==> src/rtl/core/msdm_pkg.sv <==
// Types and constants of the motor saturation duration monitor.
`timescale 1ns / 1ps

package msdm_pkg;

  // Widths of the stream payloads and of the fields inside them.
  localparam int unsigned TIME_W     = 32;
  localparam int unsigned VALUE_W    = 16;
  localparam int unsigned IN_FIELDS  = 4;
  localparam int unsigned S_TDATA_W  = TIME_W + IN_FIELDS * VALUE_W;
  localparam int unsigned M_TDATA_W  = 8;
  localparam int unsigned RESULT_W   = 4;

  // Configuration port geometry.
  localparam int unsigned CFG_IDX_W  = 3;
  localparam int unsigned CFG_DATA_W = 32;

  // Register indexes of the configuration port.
  typedef enum logic [CFG_IDX_W-1:0] {
    CFG_UPPER_LIMIT   = 3'd0,
    CFG_LOWER_LIMIT   = 3'd1,
    CFG_WARN_TIME     = 3'd2,
    CFG_MARGIN_TIME   = 3'd3,
    CFG_CRITICAL_TIME = 3'd4
  } cfg_idx_e;

  // Values the registers take at reset.
  localparam logic [VALUE_W-1:0] UPPER_LIMIT_RST   = 16'd1950;
  localparam logic [VALUE_W-1:0] LOWER_LIMIT_RST   = 16'd1050;
  localparam logic [TIME_W-1:0]  WARN_TIME_RST     = 32'd300000;
  localparam logic [TIME_W-1:0]  MARGIN_TIME_RST   = 32'd600000;
  localparam logic [TIME_W-1:0]  CRITICAL_TIME_RST = 32'd1000000;

  // Severity codes of the result.
  typedef enum logic [1:0] {
    SEV_INFO     = 2'd0,
    SEV_WARN     = 2'd1,
    SEV_CRITICAL = 2'd2
  } sev_e;

  // Result item, healthy in the lowest bit.
  typedef struct packed {
    logic margin;
    sev_e severity;
    logic healthy;
  } result_t;

  localparam result_t RESULT_RST = '{margin: 1'b0, severity: SEV_INFO, healthy: 1'b1};

  // Debounced levels of one motor after the current item.
  typedef struct packed {
    logic warn;
    logic margin;
    logic critical;
  } lane_flags_t;

endpackage

==> src/rtl/core/msdm_lane.sv <==
// One motor lane: held value, saturation onset time and the three debounced levels.
`timescale 1ns / 1ps

module msdm_lane (
  input  logic                         clk_i,
  input  logic                         rst_ni,
  input  logic                         step_i,
  input  logic                         load_i,
  input  logic [msdm_pkg::VALUE_W-1:0] value_i,
  input  logic [msdm_pkg::TIME_W-1:0]  time_i,
  input  logic [msdm_pkg::VALUE_W-1:0] upper_limit_i,
  input  logic [msdm_pkg::VALUE_W-1:0] lower_limit_i,
  input  logic [msdm_pkg::TIME_W-1:0]  warn_time_i,
  input  logic [msdm_pkg::TIME_W-1:0]  margin_time_i,
  input  logic [msdm_pkg::TIME_W-1:0]  critical_time_i,
  output msdm_pkg::lane_flags_t        flags_o
);

  import msdm_pkg::*;

  logic [VALUE_W-1:0] held_q, held_d;
  logic               pending_q;
  logic [TIME_W-1:0]  start_q, start_d;
  lane_flags_t        levels_q, levels_d;
  logic               sat;
  logic [TIME_W-1:0]  elapsed;

  // Saturation check on the value this item sees, then the duration test.
  always_comb begin
    held_d   = load_i ? value_i : held_q;
    sat      = (held_d >= upper_limit_i) || (held_d <= lower_limit_i);
    start_d  = pending_q ? start_q : time_i;
    elapsed  = time_i - start_d;
    levels_d.warn     = sat && (levels_q.warn     || (elapsed >= warn_time_i));
    levels_d.margin   = sat && (levels_q.margin   || (elapsed >= margin_time_i));
    levels_d.critical = sat && (levels_q.critical || (elapsed >= critical_time_i));
  end

  assign flags_o = levels_d;

  // Lane state advances once per accepted item.
  always_ff @(posedge clk_i or negedge rst_ni) begin
    if (!rst_ni) begin
      held_q    <= '0;
      pending_q <= 1'b0;
      start_q   <= '0;
      levels_q  <= '0;
    end else if (step_i) begin
      held_q    <= held_d;
      pending_q <= sat;
      levels_q  <= levels_d;
      if (sat) begin
        start_q <= start_d;
      end
    end
  end

endmodule

==> src/rtl/core/msdm_merge.sv <==
// Merging stage: combines the lane levels into severity and margin and holds the result.
`timescale 1ns / 1ps

module msdm_merge #(
  parameter int unsigned MOTORS = 4
) (
  input  logic                  clk_i,
  input  logic                  rst_ni,
  input  logic                  step_i,
  input  logic                  fresh_i,
  input  msdm_pkg::lane_flags_t flags_i [MOTORS],
  output msdm_pkg::result_t     result_o
);

  import msdm_pkg::*;

  logic    warn_seen, margin_seen, crit_seen;
  result_t fresh_result;
  result_t held_q;

  // OR the lane levels together.
  always_comb begin
    warn_seen   = 1'b0;
    margin_seen = 1'b0;
    crit_seen   = 1'b0;
    for (int i = 0; i < MOTORS; i++) begin
      warn_seen   = warn_seen   | flags_i[i].warn;
      margin_seen = margin_seen | (flags_i[i].warn & flags_i[i].margin);
      crit_seen   = crit_seen   | flags_i[i].critical;
    end
  end

  // Build the result a fresh item would publish.
  always_comb begin
    fresh_result = RESULT_RST;
    if (crit_seen || warn_seen) begin
      fresh_result.healthy  = 1'b0;
      fresh_result.severity = crit_seen ? SEV_CRITICAL : SEV_WARN;
      fresh_result.margin   = margin_seen;
    end
  end

  assign result_o = fresh_i ? fresh_result : held_q;

  // Only fresh items replace the published result.
  always_ff @(posedge clk_i or negedge rst_ni) begin
    if (!rst_ni) begin
      held_q <= RESULT_RST;
    end else if (step_i && fresh_i) begin
      held_q <= fresh_result;
    end
  end

endmodule

==> src/rtl/core/motor_saturation_duration_monitor.sv <==
// Top level of the motor saturation duration monitor.
`timescale 1ns / 1ps

// Usage:
// The input stream carries one sample per item: tdata holds the microsecond
// timestamp and the motor output values, tuser flags a fresh sample. Each
// motor runs in its own lane, which checks saturation against the limits and
// debounces the warn, margin-low and critical levels over time. A merging
// stage ORs the lanes and, on fresh items only, recomputes the result.
// Every input item yields exactly one result item on the output stream.
// The result is registered: an item accepted while the output is empty
// is valid in the next cycle. One item is accepted every cycle while
// ready is high; each lane does a limit compare, subtract and time compare.
// The output side is a register plus one skid entry, so an item is still
// taken while a result waits; input ready drops only when both are full.
// Reset clears the lanes, restores the register defaults and the held
// result (healthy, info, margin flag clear), and empties the output buffer.
// Configuration writes take effect at the next edge; the user must make them while idle, the block does not enforce it.

module motor_saturation_duration_monitor #(
  parameter int unsigned MOTORS = 4
) (
  input  logic                            clk_i,
  input  logic                            rst_ni,
  // Input stream.
  input  logic                            s_axis_tvalid,
  output logic                            s_axis_tready,
  // tdata: time_us [31:0], motor0_value .. motor3_value [47:32] .. [95:80]
  input  logic [msdm_pkg::S_TDATA_W-1:0]  s_axis_tdata,
  // tuser: fresh_sample [0]
  input  logic                            s_axis_tuser,
  // Output stream.
  output logic                            m_axis_tvalid,
  input  logic                            m_axis_tready,
  // tdata: healthy [0], severity [2:1], margin [3], zero [7:4]
  output logic [msdm_pkg::M_TDATA_W-1:0]  m_axis_tdata,
  // Configuration write port.
  input  logic                            cfg_we_i,
  input  logic [msdm_pkg::CFG_IDX_W-1:0]  cfg_idx_i,
  input  logic [msdm_pkg::CFG_DATA_W-1:0] cfg_data_i
);

  import msdm_pkg::*;

  logic [VALUE_W-1:0] upper_limit_q, lower_limit_q;
  logic [TIME_W-1:0]  warn_time_q, margin_time_q, critical_time_q;
  logic               accept;
  logic [TIME_W-1:0]  time_us;
  lane_flags_t        lane_flags [MOTORS];
  result_t            result;
  logic               out_valid_q, skid_valid_q;
  result_t            out_data_q, skid_data_q;
  logic               out_fire;

  // Configuration registers.
  always_ff @(posedge clk_i or negedge rst_ni) begin
    if (!rst_ni) begin
      upper_limit_q   <= UPPER_LIMIT_RST;
      lower_limit_q   <= LOWER_LIMIT_RST;
      warn_time_q     <= WARN_TIME_RST;
      margin_time_q   <= MARGIN_TIME_RST;
      critical_time_q <= CRITICAL_TIME_RST;
    end else if (cfg_we_i) begin
      unique case (cfg_idx_e'(cfg_idx_i))
        CFG_UPPER_LIMIT:   upper_limit_q   <= cfg_data_i[VALUE_W-1:0];
        CFG_LOWER_LIMIT:   lower_limit_q   <= cfg_data_i[VALUE_W-1:0];
        CFG_WARN_TIME:     warn_time_q     <= cfg_data_i[TIME_W-1:0];
        CFG_MARGIN_TIME:   margin_time_q   <= cfg_data_i[TIME_W-1:0];
        CFG_CRITICAL_TIME: critical_time_q <= cfg_data_i[TIME_W-1:0];
        default: ;
      endcase
    end
  end

  assign accept  = s_axis_tvalid && s_axis_tready;
  assign time_us = s_axis_tdata[TIME_W-1:0];

  // One lane per motor; motors without an input field keep a zero value.
  for (genvar g = 0; g < MOTORS; g++) begin : g_lane
    logic               lane_load;
    logic [VALUE_W-1:0] lane_value;

    if (g < IN_FIELDS) begin : g_fed
      assign lane_load  = s_axis_tuser;
      assign lane_value = s_axis_tdata[TIME_W + g*VALUE_W +: VALUE_W];
    end else begin : g_unfed
      assign lane_load  = 1'b0;
      assign lane_value = '0;
    end

    msdm_lane u_lane (
      .clk_i           (clk_i),
      .rst_ni          (rst_ni),
      .step_i          (accept),
      .load_i          (lane_load),
      .value_i         (lane_value),
      .time_i          (time_us),
      .upper_limit_i   (upper_limit_q),
      .lower_limit_i   (lower_limit_q),
      .warn_time_i     (warn_time_q),
      .margin_time_i   (margin_time_q),
      .critical_time_i (critical_time_q),
      .flags_o         (lane_flags[g])
    );
  end

  msdm_merge #(
    .MOTORS (MOTORS)
  ) u_merge (
    .clk_i    (clk_i),
    .rst_ni   (rst_ni),
    .step_i   (accept),
    .fresh_i  (s_axis_tuser),
    .flags_i  (lane_flags),
    .result_o (result)
  );

  // Output register with one skid entry.
  assign s_axis_tready = !skid_valid_q;
  assign out_fire      = out_valid_q && m_axis_tready;

  always_ff @(posedge clk_i or negedge rst_ni) begin
    if (!rst_ni) begin
      out_valid_q  <= 1'b0;
      skid_valid_q <= 1'b0;
    end else if (out_fire) begin
      if (skid_valid_q) begin
        skid_valid_q <= 1'b0;
      end else if (!accept) begin
        out_valid_q <= 1'b0;
      end
    end else if (accept) begin
      if (!out_valid_q) begin
        out_valid_q <= 1'b1;
      end else begin
        skid_valid_q <= 1'b1;
      end
    end
  end

  // Payload follows the same routing as the valid bits.
  always_ff @(posedge clk_i) begin
    if (out_fire) begin
      if (skid_valid_q) begin
        out_data_q <= skid_data_q;
      end else if (accept) begin
        out_data_q <= result;
      end
    end else if (accept) begin
      if (!out_valid_q) begin
        out_data_q <= result;
      end else begin
        skid_data_q <= result;
      end
    end
  end

  assign m_axis_tvalid = out_valid_q;
  assign m_axis_tdata  = {{(M_TDATA_W - RESULT_W){1'b0}}, out_data_q};

endmodule

==> config.mk <==
export PLATFORM = sky130hd
export DESIGN_NAME = motor_saturation_duration_monitor
export DESIGN_NICKNAME = d
export VERILOG_FILES = /design/src/rtl/core/msdm_pkg.sv /design/src/rtl/core/msdm_lane.sv /design/src/rtl/core/msdm_merge.sv /design/src/rtl/core/motor_saturation_duration_monitor.sv
export SDC_FILE = /design/constraint.sdc
export NUM_CORES = 1
export LEC_CHECK = 0
export ABC_CLOCK_PERIOD_IN_PS = 11400
export BUFFER_PORTS_ARGS = -buffer_cell sky130_fd_sc_hd__buf_4
export CAP_MARGIN = 5
export CELL_PAD_IN_SITES_DETAIL_PLACEMENT = 1
export CELL_PAD_IN_SITES_GLOBAL_PLACEMENT = 2
export CORE_MARGIN = 2
export CORE_UTILIZATION = 25
export CTS_BUF_LIST = sky130_fd_sc_hd__clkbuf_4 sky130_fd_sc_hd__clkbuf_8 sky130_fd_sc_hd__clkbuf_16
export CTS_CLUSTER_SIZE = 8
export DETAILED_ROUTE_END_ITERATION = 16
export PLACE_DENSITY = 0.61
export SLEW_MARGIN = 5
export SYNTH_ARGS = -nofsm -noshare
export SYNTH_HDL_FRONTEND = slang
export SYNTH_SLANG_ARGS = --single-unit
==> constraint.sdc <==
create_clock -name clk_i -period 11.4 [get_ports clk_i]
set_input_delay 0.57 -clock clk_i [delete_from_list [all_inputs] [get_ports clk_i]]
set_output_delay 0.57 -clock clk_i [all_outputs]
set_load 0.05 [all_outputs]
* Word level (Yosys, flattened, before mapping)
Index checks and enable logic that the tools add are counted.
Word-level totals: register bits 350, output and inout bits 10
Operators by class: add/subtract/negate cells 4, magnitude comparators 20, eq/ne operators 7, multiplexer cells 23, bitwise gates (word level) 14, reduce and logical (&&, ||, !) cells 50
Operators by type and width (number):
- $ge A32 B32 Y1 | 12
- $mux W32 | 4
- $sub A32 B32 Y32 | 4
- $ge A16 B16 Y1 | 4
- $le A16 B16 Y1 | 4
- $mux W16 | 4
- $mux W4 | 7
- $reduce_and A2 Y1 | 10
- $logic_or A1 B1 Y1 | 17
- $logic_and A1 B1 Y1 | 15
- $or A1 B1 Y1 | 9
- $reduce_and A3 Y1 | 3
- $mux W1 | 7
- $eq A3 B2 Y1 const B | 2
- $reduce_bool A2 Y1 | 3
- $and A1 B1 Y1 | 4
- $ne A2 B2 Y1 const B | 2
- $eq A3 B1 Y1 const B | 1
- $eq A3 B3 Y1 const B | 1
- $logic_not A3 Y1 | 1
- $mux W2 | 1
- $ne A2 B1 Y1 const B | 1
- $logic_not A1 Y1 | 1
- $not A1 Y1 | 1

* Longest topological paths before layout
Gate-level depths: netlist of the first run.
depth in word-level cells 14, gate-level depth with buffers 25, depth with buffers taken out 24

* Cells and area by module
A second synthesis of the first run with hierarchy kept.
Unflattened totals: cells, all modules 3810, area, all modules 34583.2 sq um
By module, submodules not included:
- msdm_lane at g_lane[2].u_lane ... | times used 2, cells an instance 879, area an instance 7179.4 sq um, sequential area each 1301.2 sq um
- msdm_lane at g_lane[1].u_lane | times used 1, cells an instance 855, area an instance 7412.1 sq um, sequential area each 1301.2 sq um
- msdm_lane at g_lane[0].u_lane | times used 1, cells an instance 865, area an instance 7240.7 sq um, sequential area each 1301.2 sq um
- motor_saturation_duration_monitor | times used 1, cells an instance 306, area an instance 5312.6 sq um, sequential area each 3537.1 sq um
- msdm_merge | times used 1, cells an instance 26, area an instance 259.0 sq um, sequential area each 101.3 sq um

* Least setup slack after synthesis of the first run
Ideal clock, no wire load.
path kind reg-to-reg, start point reg g_lane[2].u_lane.pending_q, end point reg out_data_q (netlist bit m_axis_tdata[1]), data pin, arrival time 5.714 ns, slack 5.426 ns, stages on the path, launching flop included 24, clock period less this slack 5.974 ns, cell sequence dfrtp_1 -> clkbuf_1 -> buf_1 -> mux2i_1 -> fa_1 -> a21o_1 -> a221oi_1 -> nand3_1 -> and4b_1 -> o2111ai_1 -> nand3_1 -> a31o_2 -> a21oi_1 -> xnor2_1 -> ha_1 -> a21o_1 -> a211oi_1 -> o21a_1 -> o21ai_0 -> a211oi_1 -> a31oi_1 -> or4_1 -> a31o_1 -> mux2_4
RTL lines:
- start: declaration | line msdm_lane.sv:22 | logic pending_q;
- start signal: assignment | line msdm_lane.sv:50 | pending_q <= sat;
- end signal: assignment | line motor_saturation_duration_monitor.sv:145 | out_data_q <= skid_data_q;
- end signal: assignment | line motor_saturation_duration_monitor.sv:147 | out_data_q <= result;
- end signal: assignment | line motor_saturation_duration_monitor.sv:151 | out_data_q <= result;
- end: declaration | line motor_saturation_duration_monitor.sv:52 | result_t out_data_q, skid_data_q;

==> metrics.log, run 1 <==
[metrics] final count of negative-setup-slack endpoints: 0
[metrics] core region area: 127400 sq um
[metrics] Post-Syn Area: 32040 sq um
[metrics] TritonCTS Buffers: 52
[metrics] setup repair after global routing missed its margin: no
[metrics] Critical Path Sink Type: flip-flop
[metrics] CTS Root Buffer Type: clkbuf_16
[metrics] top cells by area, synth: ha_1 (25%), dfrtp_1 (24%), mux2_2 (6.0%)
[metrics] # clock sinks: 350
[metrics] final critical delay including setup and external delays: 7.388 ns
[metrics] startpoint of the worst hold path: m_axis_tready
[metrics] total number of H-tree levels: 2
[metrics] class of the worst hold path: in -> reg
[metrics] total power: 13.08 mW
[metrics] cell count after synthesis: 3471
[metrics] pwr dens: 355.5 nW/um^2
[metrics] end of the worst register-to-register path: m_axis_tdata[3]$_DFFE_PP_
[metrics] number of nets still failing antenna checks after routing: 0
[metrics] register area share after synthesis: 27.60%
[metrics] HPWL after detailed placement: a little under 100 mm
[metrics] routability congestion estimate: 0.8856
[metrics] start of the worst register-to-register path: g_lane[1].u_lane.pending_q$_DFFE_PN0P_
[metrics] share of async-settable or async-resettable flops after synthesis: 97.71%
[metrics] ports placed on the boundary: 147
[metrics] global routing usage summed across all routing layers: 18.40%
[metrics] DRT iter0 DRCs: 1139
[metrics] final total negative setup slack: 0 ns
[metrics] final period utilization: between 60% and 70%
[metrics] maximum number of buffers from clock root to sink: 3
[metrics] f_max: 0.1354 GHz
[metrics] outcome: finished, final reports clean
[metrics] number of cells on the worst hold path: 2
[metrics] placed instance area: 35180 sq um
[metrics] crit path launch type: flip-flop
[metrics] Max Slew Vio Count: 0
[metrics] post-layout instance area: 36790 sq um
[metrics] Site Rows: 131
[metrics] via count of the routed design: 26659
[metrics] setup slack of the worst register-to-register path: about 4 ns
[metrics] most common library cells after synthesis: ha_1 (638), a21oi_1 (333), dfrtp_1 (306), nand2_1 (287), o21ai_0 (246)
[metrics] starting utilization of the core area: 25.16%
[metrics] max-capacitance violation count: 0
[metrics] Worst Tran Pin Value: 1.033 ns
[metrics] maximum vdd ir drop: 0.1190 mV
[metrics] number of endpoints with negative hold slack in the final report: 0
[metrics] mean number of vias per cell: about 5.0
[metrics] hold endpoint: skid_valid_q$_DFFE_PN0P_
[metrics] worst path required time: between 10 and 15 ns
[metrics] Post-synth top flop: dfrtp_1
[metrics] Reg clk slew, reported paths: 0.05 ns
[metrics] Slew HR: 30.38%
[metrics] critical path type: reg -> reg
[metrics] width of the die: 362.0 microns
[metrics] Skew-Pair Late Insertion Delay: 0.66 ns
[metrics] number of synthesized flops with an enable pin: 8
[metrics] buffers inserted during post-CTS setup optimization: 0
[metrics] worst clock skew: about 0.04 ns
[metrics] overall die area: around 130000 sq um
[metrics] ratio of cells with drive above 1 in the final layout: ~14%
[metrics] worst reg2reg path depth: 22
[metrics] number of different library cells in the post-synthesis netlist: 81
[metrics] height of the die: 362.0 microns
[metrics] Total Routed Length: between 100 and 150 mm
[metrics] number of nets in the final layout: 4390
[metrics] CP Data Arrival Time: 7.89 ns
[metrics] global-route wire length before repair: approximately 180 mm
[metrics] initial antenna violation count: 6
[metrics] cell leakage power: approximately 17 nW
[metrics] drc violations: 0
[metrics] final cell utilization of the core: ~29%
[metrics] share of the synthesized area in the top cell type: roughly 25%
[metrics] number of global-route vias before repair: 27425
[metrics] TritonCTS clock tree: built
[metrics] most numerous cell in the Yosys netlist: ha_1
[metrics] CP Max Fanout: 22
[metrics] GR Overflow Total: 0
[metrics] Hold Slack: 0.1291 ns
[metrics] iteration count of the initial detailed-routing pass: 5
[metrics] Port Buffers: 142
[metrics] flip-flop and latch count after synthesis: between 300 and 400
[metrics] total of warnings raised by yosys: 0
[metrics] post-detailed-route wirelength per cell: 22.80 microns
[metrics] largest area contributor in the synthesized netlist: ha_1
[metrics] synthesized area per cell: 9.230 sq um
[metrics] largest net degree at the start of global routing: 117
[metrics] area growth from synthesis to final layout: 14.83%
-- cell usage in the layout (no fill, tap or decap), types with 125 or more instances in the layout --
cell type,n
dfrtp_1,302
a21o_1,133
inv_1,173
a21oi_1,332
nand2_1,285
buf_4,171
mux2i_1,125
o21ai_0,246
mux2_2,171
ha_1,638
nor2_1,206
-- registers in the layout, summed over array words and instances, names as in the netlist --
name                     cells
g_lane.u_lane.pending_q      4
g_lane.u_lane.levels_q      12
warn_time_q                 32
upper_limit_q               16
u_merge.held_q               4
lower_limit_q               16
m_axis_tvalid                1
margin_time_q               32
critical_time_q             32
g_lane.u_lane.held_q        64
g_lane.u_lane.start_q      128
skid_data_q                  4
skid_valid_q                 1
m_axis_tdata                 4
-- worst max-delay path, stage by stage (launching register included) --
cell and delay (ns):
dfrtp_2 0.62, buf_4 0.43, nand2_1 0.08, o21ai_0 0.13, ha_1 0.22, inv_1 0.05, fa_1 0.42, a211o_1 0.33
a2111oi_2 0.42, o221ai_1 0.38, a31o_2 0.43, a2111oi_0 0.58, o21bai_1 0.19, a21oi_1 0.21, xnor2_1 0.17, ha_1 0.32
nand4_1 0.15, nor3_1 0.64, o31ai_1 0.39, a21oi_1 0.43, a222oi_1 0.16, a31oi_1 0.26, mux2_2 0.19
-- kinds of logic after synthesis --
kind of cell | count (synthesis) | share of synthesized area (%)
AO/OA/AOI/OAI | 992 | 19.23
XOR/XNOR | 106 | 2.898
other | 1 | 0.01171
multiplexers | 297 | 9.963
AND/OR/NAND/NOR | 819 | 11.98
adder cells (fa/ha/maj) | 642 | 25.17
buffers and inverters | 264 | 3.144
flip-flops | 350 | 27.60
-- routing by layer --
| metal | up-vias | part of all wire [%] | wire, microns | GRT usage (%) |
|---|---|---|---|---|
| met3 | 101 | 2.8 | 3390 | 2.055 |
| met5 | - | 0.021 | 26 | 0 |
| met4 | 4 | 1.7 | 2117 | 3.554 |
| met1 | 13091 | 49 | 58800 | 25.38 |
| li1 | 13164 | - | - | - |
| met2 | 299 | 47 | 56660 | 30.95 |
-- what timing repair did --
action / CTS / global route
hold endpoints to repair: 74 / 0
resized for setup: 0 / 0
hold buffers: 1 / 0
-- worst max path at each step --
stage	startpoint	endpoint	slack [ns]
final	g_lane[1].u_lane.pending_q$_DFFE_PN0P_	m_axis_tdata[3]$_DFFE_PP_	4.01
after global placement	s_axis_tdata[0]	m_axis_tdata[1]$_DFFE_PP_	3.85
after global routing	g_lane[1].u_lane.pending_q$_DFFE_PN0P_	m_axis_tdata[2]$_DFFE_PP_	3.59
after CTS	g_lane[1].u_lane.pending_q$_DFFE_PN0P_	m_axis_tdata[3]$_DFFE_PP_	4.04
after floorplan	g_lane[2].u_lane.pending_q$_DFFE_PN0P_	m_axis_tdata[1]$_DFFE_PP_	5.43
after detailed placement	s_axis_tdata[0]	m_axis_tdata[1]$_DFFE_PP_	3.87
-- layout make-up --
cell class / instances / area [sq um]
Fill cell: 14600 / 90570
Multi-Input combinational cell: 2860 / 22290
Sequential cell: 350 / 8848
Tap cell: 1662 / 2079
Clock buffer: 81 / 1538
Timing Repair Buffer: 174 / 1329
Inverter: 173 / 649.4
Clock inverter: 5 / 55.05
Antenna cell: 1 / 2.502
-- power by group --
| group | internal [mW] | switching, mW | total, mW |
|---|---|---|---|
| clock | 0.920 | 0.635 | 1.55 |
| sequential | 1.74 | 0.265 | 2.00 |
| combinational | 3.65 | 5.87 | 9.52 |
-- metrics by stage --
step	instances	worst slack (ns)
CTS	5305	4.041
detailed placement	5218	3.869
global route	5305	3.589
floorplan	3474	5.426
global placement	5218	3.854
finish	5306	4.012
Note: power is estimated with default switching activity, not from simulation.
==> run 2, diff against run 1 <==
--- a/config.mk
+++ b/config.mk
@@ -5,7 +5,8 @@
 export SDC_FILE = /design/constraint.sdc
 export NUM_CORES = 1
 export LEC_CHECK = 0
-export ABC_CLOCK_PERIOD_IN_PS = 11400
+export ABC_AREA = 1
+export ABC_CLOCK_PERIOD_IN_PS = 7000
 export BUFFER_PORTS_ARGS = -buffer_cell sky130_fd_sc_hd__buf_4
 export CAP_MARGIN = 5
 export CELL_PAD_IN_SITES_DETAIL_PLACEMENT = 1
@@ -15,7 +16,7 @@
 export CTS_BUF_LIST = sky130_fd_sc_hd__clkbuf_4 sky130_fd_sc_hd__clkbuf_8 sky130_fd_sc_hd__clkbuf_16
 export CTS_CLUSTER_SIZE = 8
 export DETAILED_ROUTE_END_ITERATION = 16
-export PLACE_DENSITY = 0.61
+export PLACE_DENSITY = 0.64
 export SLEW_MARGIN = 5
 export SYNTH_ARGS = -nofsm -noshare
 export SYNTH_HDL_FRONTEND = slang
==> constraint.sdc (replaced) <==
create_clock -name clk_i -period 7 [get_ports clk_i]
set_input_delay 0.35 -clock clk_i [delete_from_list [all_inputs] [get_ports clk_i]]
set_output_delay 0.35 -clock clk_i [all_outputs]
set_load 0.05 [all_outputs]
==> run 2 against run 1 <==
Compared with the run above: clock skew decreased by 0.013 ns; combinational power increased by 64%; wire length increased by 6.2%; core utilization increased by 0.46 points; critical path depth increased by 2; total power increased by 64%; register-to-register slack got worse by 2.7 ns; sequential cell count unchanged; synthesized cell count increased by 25%; sequential share of layout area decreased by 1.2 points; critical path type unchanged; largest power group unchanged.
==> metrics.log, run 2 <==
[metrics] dominant cell type by count on the critical path: nand2_1
[metrics] chain of cells forming the critical path: buf_4, mux2i_1, ha_1, a21oi_1, inv_1, a31oi_1, o31ai_1, a21oi_2, o221ai_1, xnor2_1, ha_1, nand2_1, nor2_1, nand4_1, a21oi_1, nor2_1, nand2_1, nand2_1, nand3_1, nor2_2, nand3_2, nand2_2, nand2_1, nand2_1
[metrics] final cell utilization of the core: 29.35% (+0.46 points)
[metrics] Post-synth top flop: dfrtp_1
[metrics] placed instance area: 36290 sq um (+3.1%)
[metrics] internal power: 9.723 mW (+54%)
[metrics] total number of H-tree levels: 2 (unchanged)
[metrics] top layer used by detailed routing: met4
[metrics] count of buffering cells on the critical path with inverters included: 2 (unchanged)
[metrics] width of the die: 368.6 microns (+1.8%)
[metrics] synthesized area per cell: 7.631 sq um (-17%)
[metrics] number of different library cells in the post-synthesis netlist: 62 (-23%)
[metrics] post-detailed-route wirelength per cell: 20.24 microns (-11%)
[metrics] number of nets still failing antenna checks after routing: 0 (unchanged)
[metrics] NetSw: 11.72 mW (+73%)
[metrics] mean number of vias per cell: 4.714 (-6.2%)
[metrics] cell count after synthesis: 4356 (+25%)
[metrics] Gate power share: 72.7% (about the same)
[metrics] height of the die: 368.6 microns (+1.8%)
[metrics] Port Buffers: 142 (unchanged)
[metrics] Reg clk slew, reported paths: 0.05 ns (about the same)
[metrics] final std cells w/o fill: 6347 (+20%)
[metrics] synthesized-area fraction occupied by ao, oa, aoi and oai cells: 16.99% (-2.2 points)
[metrics] starting utilization of the core area: 25.22% (+0.066 points)
[metrics] startpoint of the worst hold path: s_axis_tdata[91]
[metrics] CTS Root Buffer Type: clkbuf_16
[metrics] HPWL after detailed placement: 107.4 mm (+9.4%)
[metrics] path length in cells of the critical path: 24 (+9.1%)
[metrics] top cells by area, synth: ha_1 (24%), dfrtp_1 (23%), nand2_1 (12%)
[metrics] number of nets in the final layout: 5326 (+21%)
[metrics] CP Data Arrival Time: 6.09 ns (-1.80 ns)
[metrics] worst reg2reg path depth: 24 (+9.1%)
[metrics] most numerous cell in the Yosys netlist: nand2_1
[metrics] buffers inserted during post-CTS setup optimization: 0 (unchanged)
[metrics] relative contribution of sequential cells to total power: 15.0% (-0.3 points)
[metrics] total of warnings raised by yosys: 0 (unchanged)
[metrics] number of synthesized flops with an enable pin: 8 (unchanged)
[metrics] outcome: finished, final reports clean
[metrics] final period utilization: 81.15% (+16 points)
[metrics] most common library cells after synthesis: nand2_1 (1058), ha_1 (638), o21ai_0 (516), inv_1 (462), a21oi_1 (379)
[metrics] max-capacitance violation count: 0 (unchanged)
[metrics] register with the highest flop count: g_lane.u_lane.start_q
[metrics] end of the worst register-to-register path: m_axis_tdata[0]$_DFFE_PP_
[metrics] dominant combinational cell family by area after synthesis: adder cells
[metrics] number of endpoints with negative hold slack in the final report: 0 (unchanged)
[metrics] largest area contributor in the synthesized netlist: ha_1
[metrics] via count of the routed design: 29919 (+12%)
[metrics] initial antenna violation count: 5 (-1)
[metrics] DRT iter0 DRCs: 1581 (+39%)
[metrics] basic-gate share of the synthesized area counting and, or, nand and nor cells: 18.63% (+6.7 points)
[metrics] share of synthesized area spent on multiplexers: 3.734% (-6.2 points)
[metrics] global routing usage summed across all routing layers: 18.82% (+0.43 points)
[metrics] final count of negative-setup-slack endpoints: 0 (unchanged)
[metrics] post-cts resize count: 0 (unchanged)
[metrics] number of buffers added to fix hold violations after cts: 67 (+66)
[metrics] Slew HR: 29.90% (-0.48 points)
[metrics] TritonCTS Buffers: 53 (+1.9%)
[metrics] core region area: 131800 sq um (+3.5%)
[metrics] pwr dens: 554.2 nW/um^2 (+56%)
[metrics] post-layout instance area: 38680 sq um (+5.1%)
[metrics] maximum number of buffers from clock root to sink: 3 (unchanged)
[metrics] crit path max-delay cell type: xnor2_1
[metrics] critical path type: reg -> reg
[metrics] largest stage delay on the critical path: 0.60 ns (-0.04 ns)
[metrics] start of the worst register-to-register path: g_lane[1].u_lane.pending_q$_DFFE_PN0P_
[metrics] Skew-Pair Late Insertion Delay: 0.65 ns (about the same)
[metrics] ports placed on the boundary: 147 (unchanged)
[metrics] setup slack of the worst register-to-register path: 1.32 ns (-2.69 ns)
[metrics] maximum vdd ir drop: 0.2087 mV (+75%)
[metrics] iteration count of the initial detailed-routing pass: 5 (unchanged)
[metrics] share of the synthesized area in the top cell type: 24.01% (-0.90 points)
[metrics] setup repair after global routing missed its margin: no
[metrics] Site Rows: 133 (+1.5%)
[metrics] global-route wire length before repair: 194.7 mm (+6.8%)
[metrics] placed cell count: 6180 (+18%)
[metrics] largest registers: g_lane.u_lane.start_q: 128 flops, g_lane.u_lane.held_q: 64 flops
[metrics] register area share after synthesis: 26.60% (-1.0 points)
[metrics] XOR/XNOR share of the synthesized area: 3.162% (+0.26 points)
[metrics] most frequent cells in the layout: nand2_1 (1058), ha_1 (638), o21ai_0 (516)
[metrics] TritonCTS clock tree: built
[metrics] fraction of power spent switching nets: 54.65% (+2.9 points)
[metrics] CP Max Fanout: 31 (+41%)
[metrics] share of async-settable or async-resettable flops after synthesis: 97.71% (unchanged)
[metrics] most common cell after layout, fill and taps aside: nand2_1
[metrics] area growth from synthesis to final layout: 16.37%
[metrics] Critical Path Sink Type: flip-flop
[metrics] Routed met1 length: 61.43 mm (+4.5%)
[metrics] drc violations: 0 (unchanged)
[metrics] worst clock skew: 0.02732 ns (-0.01278 ns)
[metrics] class of the worst hold path: in -> reg
[metrics] flip-flop and latch count after synthesis: 350 (unchanged)
[metrics] largest net degree at the start of global routing: 121 (+3.4%)
[metrics] hold endpoint: g_lane[3].u_lane.held_q[11]$_DFFE_PN0P_
[metrics] f_max: 0.1760 GHz (+30%)
[metrics] share of synthesized cell area in full adder, half adder and majority cells: 24.26% (-0.91 points)
[metrics] Post-Syn Area: 33240 sq um (+3.8%)
[metrics] routability congestion estimate: 0.8577 (-3.2%)
[metrics] cell leakage power: 19.23 nW (+13%)
[metrics] GR Overflow Total: 0 (unchanged)
[metrics] number of flip-flops under the largest register name: 128 (unchanged)
[metrics] overall die area: 135900 sq um (+3.7%)
[metrics] Total Routed Length: 128.5 mm (+6.2%)
[metrics] final total negative setup slack: 0 ns (unchanged)
[metrics] Worst path top cell family by delay: compound AO/OA/AOI/OAI gates
[metrics] number of global-route vias before repair: 30821 (+12%)
[metrics] final critical delay including setup and external delays: 5.681 ns (-1.707 ns)
[metrics] number of cells on the worst hold path: 3 (+1)
[metrics] worst path required time: 7.41 ns (-4.49 ns)
[metrics] met2 wire len: 59.07 mm (+4.2%)
[metrics] ratio of cells with drive above 1 in the final layout: 8.195% (-5.7 points)
[metrics] sum of met3 wire segment lengths after detailed routing: 3.987 mm (+18%)
[metrics] fillcell total: 16042 (+9.9%)
[metrics] # clock sinks: 350 (unchanged)
[metrics] crit path launch type: flip-flop
[metrics] Max Slew Vio Count: 0 (unchanged)
[metrics] Worst Tran Pin Value: 1.040 ns (+0.007150 ns)
[metrics] Clk pwr share: 12.3% (+0.4 points)
-- run 2: metrics by stage --
step / power [mW] / setup WS (ns) / hold WS (ns)
2_1_floorplan: 13.59 / 2.731 / 0.05441
3_3_place_gp: 18.45 / 1.291 / 0.4351
3_5_place_dp: 18.87 / 1.285 / 0.4351
4_1_cts: 21.70 / 1.275 / 0.002148
5_1_grt: 23.95 / 0.8735 / 0.01931
6_report: 21.44 / 1.319 / 0.02978
-- run 2: logic make-up after synthesis --
| logic type | Yosys count |
|---|---|
| DFF | 350 |
| AOI/OAI and AO/OA | 1040 |
| other | 1 |
| muxes | 124 |
| buffers and inverters | 566 |
| and+or+nand+nor | 1513 |
| xor gates and xnor gates | 120 |
| adders and majority gates | 642 |
-- run 2: power by group through the flow --
stage                     clock network, mW  logic, mW  registers, mW
final                                  2.63       15.6           3.21
after global routing                   2.80       17.8           3.31
after CTS                              2.72       15.8           3.22
after detailed placement                  0       15.6           3.24
after global placement                    0       15.2           3.21
after floorplan                           0       10.5           3.12
-- run 2: worst register-to-register path: cells and delay by family (launching register included) --
family | cells | cell delay [ns]
compound gates | 6 | 1.73
xor+xnor | 1 | 0.60
fa+ha+maj | 2 | 0.58
buf+inv | 2 | 0.54
flops | 1 | 0.41
mux | 1 | 0.36
simple gates | 12 | 1.24
-- run 2: per-layer routing --
metal	vias up	GRT usage, %
li1	15200	-
met1	14228	25.66
met3	133	1.864
met5	-	0
met2	358	31.27
met4	0	5.636
-- run 2: final cells by class --
| cell class | instances | area [sq um] | share of cell area [%] |
|---|---|---|---|
| diodes | 4 | 10.01 | 0.02588 |
| clock buffers | 89 | 1622 | 4.192 |
| clock inverters | 7 | 88.84 | 0.2297 |
| inverters | 464 | 1744 | 4.509 |
| multi-input cells | 3443 | 22220 | 57.44 |
| flip-flops and latches | 350 | 8848 | 22.88 |
| well taps | 1755 | 2196 | 5.677 |
| repair buffers | 235 | 1952 | 5.046 |
-- run 2: worst max-delay path by stage --
stage / startpoint / end / slack [ns]
after floorplan: g_lane[3].u_lane.pending_q$_DFFE_PN0P_ / m_axis_tdata[0]$_DFFE_PP_ / 2.73
after global routing: g_lane[1].u_lane.pending_q$_DFFE_PN0P_ / m_axis_tdata[1]$_DFFE_PP_ / 0.87
after CTS: g_lane[1].u_lane.pending_q$_DFFE_PN0P_ / m_axis_tdata[0]$_DFFE_PP_ / 1.28
after detailed placement: g_lane[1].u_lane.pending_q$_DFFE_PN0P_ / m_axis_tdata[0]$_DFFE_PP_ / 1.28
final: g_lane[1].u_lane.pending_q$_DFFE_PN0P_ / m_axis_tdata[0]$_DFFE_PP_ / 1.32
after global placement: g_lane[1].u_lane.pending_q$_DFFE_PN0P_ / m_axis_tdata[0]$_DFFE_PP_ / 1.29
